===== config.mk =====
export PLATFORM = sky130hd
export DESIGN_NAME = vmrb_ctrl
export DESIGN_NICKNAME = d
export VERILOG_FILES = /design/src/rtl/vmrb_pkg.sv /design/src/rtl/vmrb_ctrl.sv
export SDC_FILE = /design/constraint.sdc
export NUM_CORES = 1
export LEC_CHECK = 0
export BUFFER_PORTS_ARGS = -buffer_cell sky130_fd_sc_hd__clkbuf_2
export CAP_MARGIN = 10
export CORE_ASPECT_RATIO = 0.9
export CORE_MARGIN = 2
export CORE_UTILIZATION = 49
export CTS_CLUSTER_SIZE = 25
export DETAILED_ROUTE_END_ITERATION = 10
export PLACE_DENSITY_LB_ADDON = 0.25
export SLEW_MARGIN = 20
export SYNTH_ARGS = -nofsm -noshare
export SYNTH_HDL_FRONTEND = slang
export SYNTH_SLANG_ARGS = --single-unit

===== constraint.sdc =====
create_clock -name i_clk -period 1.77 [get_ports i_clk]
set_input_delay 0.177 -clock i_clk [delete_from_list [all_inputs] [get_ports i_clk]]
set_output_delay 0.177 -clock i_clk [all_outputs]
set_load 0.01 [all_outputs]

===== src/rtl/vmrb_pkg.sv =====
// ============================================================================
// vmrb_pkg
// Shared types, codes and constants of the variable message ring buffer.
// ============================================================================
package vmrb_pkg;

    localparam int HEADER_BYTES = 12;
    localparam int MAX_MESSAGE  = 64;
    localparam int PTR_W        = 13;
    localparam int CNT_W        = 7;

    localparam logic [31:0] CONFIRM_CODE = 32'h5A5A_5A5A;

    localparam logic KIND_WRITE = 1'b0;
    localparam logic KIND_READ  = 1'b1;

    // result status codes
    typedef enum logic [2:0] {
        RS_WRITTEN     = 3'd0,
        RS_REFUSED     = 3'd1,
        RS_READ_DATA   = 3'd2,
        RS_EMPTY       = 3'd3,
        RS_BAD_CONFIRM = 3'd4,
        RS_WRAP_RESET  = 3'd5
    } t_status;

    // datapath operations issued by the controller
    typedef enum logic [3:0] {
        DP_NOP   = 4'd0,
        DP_CLEAR = 4'd1,
        DP_LATCH = 4'd2,
        DP_EVAL  = 4'd3,
        DP_WHDR  = 4'd4,
        DP_WPAY  = 4'd5,
        DP_RHDR  = 4'd6,
        DP_RDEC  = 4'd7,
        DP_RPAY  = 4'd8,
        DP_RFIN  = 4'd9
    } t_dp_op;

    // what follows the evaluation of a request
    typedef enum logic [1:0] {
        NX_DONE = 2'd0,
        NX_WHDR = 2'd1,
        NX_WPAY = 2'd2,
        NX_RHDR = 2'd3
    } t_eval_nx;

    typedef struct packed {
        t_dp_op           op;
        logic [CNT_W-1:0] cnt;
        logic             hdr_cap;   // read data of the previous cycle is a header byte
        logic             pay_emit;  // read data of the previous cycle is a payload byte
        logic             pay_last;
    } t_dp_cmd;

    typedef struct packed {
        t_eval_nx eval_nx;
        logic     rd_pay;     // decoded header has a non-empty payload
        logic     pay_last;   // current payload index is the final one
        logic     clr_last;   // clearing sweep at last address
    } t_dp_sts;

    // byte idx of a record header: confirm, command, size, little endian
    function automatic logic [7:0] hdr_byte(logic [31:0] cmd, logic [CNT_W-1:0] size,
                                            logic [3:0] idx);
        logic [31:0] word;
        case (idx[3:2])
            2'd0:    word = CONFIRM_CODE;
            2'd1:    word = cmd;
            default: word = {{(32-CNT_W){1'b0}}, size};
        endcase
        return word[8*idx[1:0] +: 8];
    endfunction

endpackage


===== src/rtl/vmrb_ctrl.sv =====
// ============================================================================
// vmrb_ctrl
// Sequencer: clears the store, then walks each request through the
// datapath one memory byte per cycle.
// ============================================================================
module vmrb_ctrl (
    input  logic              i_clk,
    input  logic              i_rst_n,
    input  logic              i_start,
    output logic              o_busy,
    input  vmrb_pkg::t_dp_sts i_sts,
    output vmrb_pkg::t_dp_cmd o_cmd
);
    import vmrb_pkg::*;

    typedef enum logic [9:0] {
        ST_CLEAR = 10'b00_0000_0001,
        ST_IDLE  = 10'b00_0000_0010,
        ST_EVAL  = 10'b00_0000_0100,
        ST_WHDR  = 10'b00_0000_1000,
        ST_WPAY  = 10'b00_0001_0000,
        ST_RHDR  = 10'b00_0010_0000,
        ST_RCAP  = 10'b00_0100_0000,
        ST_RDEC  = 10'b00_1000_0000,
        ST_RPAY  = 10'b01_0000_0000,
        ST_RFIN  = 10'b10_0000_0000
    } t_state;

    localparam logic [CNT_W-1:0] HDR_LAST = CNT_W'(HEADER_BYTES - 1);

    t_state           r_state, n_state;
    logic [CNT_W-1:0] r_cnt, n_cnt;

    always_ff @(posedge i_clk) begin
        if (!i_rst_n) begin
            r_state <= ST_CLEAR;
            r_cnt   <= '0;
        end else begin
            r_state <= n_state;
            r_cnt   <= n_cnt;
        end
    end

    always_comb begin
        n_state        = r_state;
        n_cnt          = r_cnt;
        o_cmd.op       = DP_NOP;
        o_cmd.cnt      = r_cnt;
        o_cmd.hdr_cap  = 1'b0;
        o_cmd.pay_emit = 1'b0;
        o_cmd.pay_last = 1'b0;
        case (r_state)
            ST_CLEAR: begin
                o_cmd.op = DP_CLEAR;
                if (i_sts.clr_last) begin
                    n_state = ST_IDLE;
                end
            end
            ST_IDLE: begin
                if (i_start) begin
                    o_cmd.op = DP_LATCH;
                    n_state  = ST_EVAL;
                end
            end
            ST_EVAL: begin
                o_cmd.op = DP_EVAL;
                n_cnt    = '0;
                case (i_sts.eval_nx)
                    NX_WHDR: n_state = ST_WHDR;
                    NX_WPAY: n_state = ST_WPAY;
                    NX_RHDR: n_state = ST_RHDR;
                    default: n_state = ST_IDLE;
                endcase
            end
            ST_WHDR: begin
                o_cmd.op = DP_WHDR;
                if (r_cnt == HDR_LAST) begin
                    n_state = ST_WPAY;
                end else begin
                    n_cnt = r_cnt + 1'b1;
                end
            end
            ST_WPAY: begin
                o_cmd.op = DP_WPAY;
                n_state  = ST_IDLE;
            end
            ST_RHDR: begin
                o_cmd.op      = DP_RHDR;
                o_cmd.hdr_cap = (r_cnt != '0);
                if (r_cnt == HDR_LAST) begin
                    n_state = ST_RCAP;
                end else begin
                    n_cnt = r_cnt + 1'b1;
                end
            end
            ST_RCAP: begin
                // last header byte lands this cycle
                o_cmd.hdr_cap = 1'b1;
                n_state       = ST_RDEC;
            end
            ST_RDEC: begin
                o_cmd.op = DP_RDEC;
                n_cnt    = '0;
                n_state  = i_sts.rd_pay ? ST_RPAY : ST_IDLE;
            end
            ST_RPAY: begin
                o_cmd.op       = DP_RPAY;
                o_cmd.pay_emit = (r_cnt != '0);
                if (i_sts.pay_last) begin
                    n_state = ST_RFIN;
                end else begin
                    n_cnt = r_cnt + 1'b1;
                end
            end
            ST_RFIN: begin
                o_cmd.op       = DP_RFIN;
                o_cmd.pay_emit = 1'b1;
                o_cmd.pay_last = 1'b1;
                n_state        = ST_IDLE;
            end
            default: begin
                n_state = ST_IDLE;
            end
        endcase
    end

    assign o_busy = (r_state != ST_IDLE);

endmodule


* Word level (Yosys, flattened, before mapping)
Cells that the tools add are included.
Operators by class: $add $sub $neg 1, equality and inequality tests 22, muxes and demuxes 16, reductions and logical operators 6
Operators with widths (number):
- $pmux 10 s8 | 1
- $mux 10 | 5
- $pmux 4 s9 | 1
- $pmux 7 s3 | 1
- $pmux 6 s3 | 1
- $mux 7 | 2
- $ne 2x2->1 const B | 7
- $eq 10x1->1 const B | 1
- $eq 10x10->1 const B | 1
- $eq 10x2->1 const B | 1
- $eq 10x3->1 const B | 1
- $eq 10x4->1 const B | 1
- $eq 10x5->1 const B | 1
- $eq 10x6->1 const B | 1
- $eq 10x7->1 const B | 1
- $eq 10x8->1 const B | 1
- $eq 10x9->1 const B | 1
- $ne 10x2->1 const B | 1
- $mux 9 | 1
- $add 7x1->7 const B | 1
- $eq 7x4->1 const B | 1
- $reduce_bool 7->1 | 1
- $reduce_and 5->1 | 1
- $eq 2x2->1 const B | 2
- other kinds (7) | 9
Storage, ports and cells: bits in registers 17, input bits 8, output and inout bits 15, logic and storage cells 47

* Depth between registers and ports, before layout
Gate-level depths: netlist (run 1).
depth after elaboration 4, gate-level depth with buffers 7, gate-level depth less buffers 6

* Least setup slack after synthesis (run 1)
OpenSTA, ideal clock, no wires.
kind flip-flop to output port, start register r_state[7], end output port o_cmd[11] (netlist bit), arrival 1.513 ns, data required time 1.593 ns, slack 0.080 ns, cell stages (with the launch flop) 6, buffers on the path 1, path through dfxtp_1 buf_2 nor4_1 and3_1 nand3b_1 o211ai_1
RTL lines:
- from (decl) | line vmrb_ctrl.sv:31 | t_state r_state, n_state;
- from (signal assigned) | line vmrb_ctrl.sv:39 | r_state <= n_state;
- to (decl) | line vmrb_ctrl.sv:12 | output vmrb_pkg::t_dp_cmd o_cmd

==> results of run 1 <==
==> synth_stat cells (all sizes together), types with 3 or more instances <==
cell type	number	area [um2]
nor2	21	81.33
dfxtp	17	340.3
nand2	15	56.30
nand3	10	50.05
inv	8	30.03
nand4	7	56.30
o21ai	7	35.03
a21oi	6	30.03
a31oi	5	31.28
a41o	5	50.05
buf	4	26.27
nor4	4	55.05
or2	4	25.03
xor2	4	35.03
and3	3	18.77
clkbuf	3	11.26
nand3b	3	22.52
nor2b	3	18.77
nor3	3	26.28
==> power groups by stage <==
stage / clock network [uW] / logic [uW] / registers (uW)
finish: 231 / 181 / 405
global route: 240 / 190 / 406
CTS: 218 / 148 / 404
detailed placement: 0 / 128 / 413
global placement: 0 / 123 / 413
floorplan: 0 / 88.9 / 406
==> kinds of logic (layout without fill, tap and decap cells) <==
| logic type | count (synthesis) | after routing | share of synthesized area, % |
|---|---|---|---|
| and+or+nand+nor | 82 | 82 | 38.79 |
| adders and majority gates | 2 | 2 | 2.047 |
| xor gates and xnor gates | 4 | 4 | 2.866 |
| buffers and inverters | 15 | 62 | 5.527 |
| muxes | 1 | 1 | 0.8189 |
| AOI/OAI and AO/OA | 37 | 38 | 22.11 |
| DFF | 17 | 17 | 27.84 |
==> final cells by class <==
class                   count  area share, %
multi-input cells         127          55.04
flip-flops and latches     17          20.58
repair buffers             50          19.06
well taps                  28          2.014
inverters                   8          1.727
clock buffers               3          1.295
clock inverters             1         0.2878
==> layer usage <==
metal / vias to the layer above / track usage [%] / part of all wire, %
met4: 0 / 18.65 / 6.8
met5: - / 0 / 0
met1: 703 / 33.69 / 35
li1: 683 / - / -
met3: 46 / 5.316 / 12
met2: 140 / 48.06 / 45
==> final timing paths <==
kind              startpoint  depth (start not counted)         end  slack (ns)
hold / removal      i_sts[0]                          2  r_state[0]        0.13
hold reg to reg     r_cnt[1]                          2    r_cnt[1]        0.51
setup / recovery  r_state[6]                          6   o_cmd[11]       -0.29
setup reg to reg  r_state[8]                          9    r_cnt[1]       -0.12
==> stage by stage <==
| step | cell area [um2] | setup TNS [ns] | util (%) |
|---|---|---|---|
| after global routing | 1739 | -3.848 | 72.36 |
| after floorplan | 1222 | 0 | - |
| after global placement | 1435 | 0 | 59.71 |
| after CTS | 1632 | -0.7674 | 67.88 |
| final | 1739 | -2.034 | 72.36 |
| after detailed placement | 1435 | -0.1165 | 59.71 |
==> cells in the final DEF (no fill, tap or decap), drive strengths merged, types with 3 or more instances in the layout <==
cell,n
nor2b,3
a21oi,6
nand3,10
nor2,21
xor2,4
nand3b,3
nor4,4
a31oi,5
and3,3
o21ai,7
nand2,15
or2,4
inv,8
a41o,5
dfxtp,17
o22ai,3
buf,35
clkbuf,18
nor3,3
nand4,7
==> flip-flops by register name, summed over array words and instances (netlist names) <==
register and count:
r_cnt 7, r_state 10
==> repair_timing <==
| item | CTS | global route |
|---|---|---|
| setup endpoints to repair | 15 | 23 |
| resized for setup | 28 | 24 |
| cloned | 0 | 1 |
| buffers inserted | 11 | 3 |
| pin swaps | 15 | 8 |
==> results.ini, run 1 <==
[run_status]
status = complete, but fails checks
violations = setup timing

[sta]
max_freq_ghz = 0.4843
worst_hold_slack_ns = 0.1341
worst_pin_slew_ns = 0.4214
fin_ws_ns = -0.2948
finalSetupViolCount = 18
slew_viol_final = 0
hold_viol = 0
timing.final.crit_share_pct = 116.7
rsz0062_at_grt = yes
post-route-min-period_ns = 2.065
slew_headroom_pct = 71.84
clock_skew_ns = 0.01249

[clock_tree]
cts_tree = yes
clk_latency_ns = 0.31
clockRootBuffer = clkbuf_4
cts_max_level = 1
cts-buffers-inserted = 3
cts_buffer_depth = 2
clkTransAtPathRegs_ns = 0.12
cts_sinks = 17
hold_buffers = 0

[logic_synthesis]
synth_nets = 168
seq_area_frac_synth_pct = 27.84
synth-main-ff-cell = dfxtp_1
ys_ff_latch = 17
syn-instance-count = 158
synth_area_per_cell_um2 = 7.737
synth_enable_flop_cells = 0
syn_area_um2 = 1222
ys_async_sr_fraction_pct = 0
yosysWarnings = 0
synth_cell_types = 47

[routing]
routedWlPerCell_um = 19.44
drt-total-wl_um = 4548
drc_errors = 0
viasPerCell = 6.718
ant_nets = 0
drtIter0Drc = 115
firstDrtPassIters = 4
vias = 1572

[worst_setup_path]
worst_setup_path_end_kind = output port
critPathBufInv = 2
cpLargestDelayFamily = simple AND/OR/NAND/NOR gates
crit_path_top_delay_cell = dfxtp_1
cp_data_arrival_time_ns = 1.89
crit_chain = buf_4 > nor2_1 > and3_4 > nand3b_1 > o211ai_1 > buf_2
slowest_delay_ns = 0.43
critPathKind = reg2out
cp-start-kind = flop
path_max_fanout = 4
critPathRequiredTime_ns = 1.59

[finish]
area_growth_pct = 42.27
layout.nets = 217
final_cells = 234
fillers = 168
drive_above_1_share_pct = 46.12
antenna_cells = 0
multiInputGateArea_um2 = 957.2
seqCellArea_um2 = 357.8

[hold_path]
worst_hold_path_type = in2reg

[grt]
grt_max_degree = 17
grt-ovfl-total = 0
grt_usage_pct = 28.73
grt_pass1_vias = 1373
antenna_found_initial = 0
grt_pass1_wl_um = 6348

[placement]
dp_hpwl_um = 2598
dp.cells = 215
port_buffers = 22
dp_slack_ns = -0.03431
gp_congestion = 0.8816

[pwr]
internal_power_uw = 551.4
combPwrFrac_pct = 22.2
p_sw_share_pct = 32.58
power_density_nw_per_um2 = 470.2
p_sw_uw = 266.4
finalPower_uw = 817.8
seqPwrFrac_pct = 49.6
irDropWorstVdd_uv = 526.0
p_clk_share_pct = 28.3
leakage_uw = 0.0008020

[die]
coreArea_um2 = 2404
start_util_pct = 50.86
die_w_um = 56.65
die_h_um = 51.39
io_pins = 23
row_count = 17
dieArea_um2 = 2911

[run]
drv_cap = 0

Power figures use the tool's default switching activity.
==> inputs of run 2 (changes only) <==
ABC_AREA = 1   (was unset)
CORE_UTILIZATION = 50   (was 49)
clock period = 1.8 ns   (was 1.77 ns; I/O delays follow)
==> run 2 against run 1 <==
- cell count rose by 10%
- the flow now finishes without violations
- routed wire length decreased by 32%
- clock-buffer cell count rose by 1
- core utilization down 9.7 points
- synthesized cell count grew 28%
- sequential power is 47% higher
- critical endpoint is now o_cmd[1]
- die area rose by 7.7%
- non-clock buffer count fell by 25
- largest cell class unchanged
- synthesized area is 11% higher
- total power grew to 2.7 times the previous value
- clock skew is 0.0092 ns lower
==> results.ini, run 2 <==
[logic_synthesis]
yosys-top-cells-area = dfxtp_1 25%, nor2_1 10%, inv_1 8.3%
yosysTopAreaCell = dfxtp_1
synth_area_per_cell_um2 = 6.690
seq_area_frac_synth_pct = 25.19
ys_async_sr_fraction_pct = 0
syn_area_um2 = 1351
yosysTopAreaCellShare_pct = 25.19
synth.top_cells.by_count = 36 x nor2_1, 30 x inv_1, 30 x nand2_1
syn-instance-count = 202
yosysWarnings = 0
ys_ff_latch = 17
synth_enable_flop_cells = 0
synth_cell_types = 25
synth_nets = 212
synth-main-ff-cell = dfxtp_1
yosysMostFrequentCell = nor2_1

[hold_path]
hold_path_depth = 3
worstHoldEndpoint = r_state[8]
worst_hold_path_type = in2reg
hold_path_startpoint = i_sts[2]

[grt]
grt-ovfl-total = 0
grt_pass1_vias = 1141
grt_usage_pct = 21.74
grt_pass1_wl_um = 5209
antenna_found_initial = 0
grt_max_degree = 12

[pwr]
power_density_nw_per_um2 = 1394
internal_power_uw = 1061
finalPower_uw = 2191
p_sw_share_pct = 51.60
p_clk_share_pct = 9.8
seqPwrFrac_pct = 27.2
combPwrFrac_pct = 62.9
leakage_uw = 0.0008217
p_sw_uw = 1131
irDropWorstVdd_uv = 706.6

[routing]
viasPerCell = 5.008
firstDrtPassIters = 4
drtIter0Drc = 38
routedWlPerCell_um = 12.05
ant_nets = 0
drc_errors = 0
drt-total-wl_um = 3108
vias = 1292

[clock_tree]
clockRootBuffer = clkbuf_4
clk_latency_ns = 0.29
cts_sinks = 17
cts-buffers-inserted = 3
cts_max_level = 1
cts_buffer_depth = 2
cts_tree = yes
clkTransAtPathRegs_ns = 0.11
hold_buffers = 0

[sta]
hold_viol = 0
clock_skew_ns = 0.003275
finalSetupViolCount = 0
tns_ns = 0
fin_ws_ns = 0.04864
slew_viol_final = 0
worst_hold_slack_ns = 0.1573
slew_headroom_pct = 79.01
worst_pin_slew_ns = 0.3138
timing.final.crit_share_pct = 97.30
post-route-min-period_ns = 1.751
max_freq_ghz = 0.5710

[worst_setup_path]
critPathBufInv = 1
crit_path_start = r_state[0]
r2r_end = r_cnt[1]
crit_path_top_delay_cell = dfxtp_2
cp-start-kind = flop
cp_data_arrival_time_ns = 1.57
slowest_delay_ns = 0.35
reg2reg_depth = 10
critPathKind = reg2out
path_max_fanout = 6
r2r_setup_slack_ns = 0.22
cp.depth = 6
r2r-start = r_state[7]
worst_setup_path_end_kind = output port
critPathRequiredTime_ns = 1.62
crit_chain = nor2_4 > nand2_4 > nor2_4 > nand2_4 > o21ai_1 > clkbuf_2
cpLargestDelayFamily = simple AND/OR/NAND/NOR gates

[die]
dieArea_um2 = 3135
row_count = 17
coreArea_um2 = 2510
start_util_pct = 53.84
io_pins = 23
die_h_um = 53.32
die_w_um = 58.80

[finish]
final_cell_mix = 35 x nor2_1, 30 x nand2_1, 29 x inv_1, 21 x clkbuf_2, 20 x nand3_1
top_register = r_state
drive_above_1_share_pct = 32.61
reg_top3 = r_state: 10 flops, r_cnt: 7 flops
antenna_cells = 0
layout.nets = 241
fin_util_pct = 62.61
fillers = 248
final_common_cell = nor2_1
area_growth_pct = 16.30
largest_register_ffs = 10

[run]
drv_cap = 0

[placement]
port_buffers = 22
dp_hpwl_um = 2407
dp_slack_ns = 0.2425
gp_congestion = 0.8389

[run_status]
status = completed

[run 2: stage by stage]
stage	instances	area, um2
2_1_floorplan	202	1351
3_3_place_gp	251	1491
3_5_place_dp	251	1491
4_1_cts	255	1525
5_1_grt	258	1572
6_report	258	1572
[run 2: worst max path at each step]
stage                 endpoint  slack (ns)
CTS                  o_cmd[11]       0.001
floorplan           r_state[8]        0.35
global placement    r_state[8]        0.27
detailed placement  r_state[8]        0.24
global route         o_cmd[11]      -0.003
finish                o_cmd[1]        0.05
[run 2: power groups by stage]
stage / logic, uW / clock network (uW) / registers (uW)
after CTS: 1310 / 215 / 589
after global placement: 1280 / 0 / 589
after global routing: 1550 / 225 / 614
after floorplan: 997 / 0 / 603
after detailed placement: 1290 / 0 / 597
final: 1380 / 215 / 597
[run 2: per-layer routing]
layer | up-vias | global-route usage (%) | wire length [um]
met1 | 582 | 31.58 | 1617
li1 | 688 | - | -
met5 | - | 0 | 0
met2 | 18 | 35.00 | 1392
met4 | 0 | 3.409 | 21
met3 | 4 | 2.200 | 77
[run 2: cell families (layout without fill, tap and decap cells)]
kind of cell             after synthesis  count (layout)  share of synthesized area (%)
adder cells (fa/ha/maj)                2               2                          1.852
XOR/XNOR                               5               5                          3.241
buffers and inverters                 39              67                          10.93
AND/OR/NAND/NOR                      131             131                          54.26
flip-flops                            17              17                          25.19
AO/OA/AOI/OAI                          8               8                          4.537
[run 2: worst min-delay path: cells and delay by family]
| kind | cells | cell delay (ns) |
|---|---|---|
| buffers and inverters | 1 | 0.09 |
| AO/OA/AOI/OAI | 1 | 0.06 |
| AND/OR/NAND/NOR | 1 | 0.09 |
[run 2: cell type report]
class                   count  area, um2  area share (%)
multi-input cells         146      885.9           56.37
inverters                  38      145.1           9.236
flip-flops and latches     17      346.6           22.05
well taps                  28      35.03           2.229
repair buffers             25      132.6           8.439
clock buffers               4      26.28           1.672
[run 2: what timing repair did]
item / CTS / global route
endpoints found under the setup margin: 2 / 3
resized for setup: 3 / 12
buffers inserted: 0 / 3
pin swaps: 2 / 5
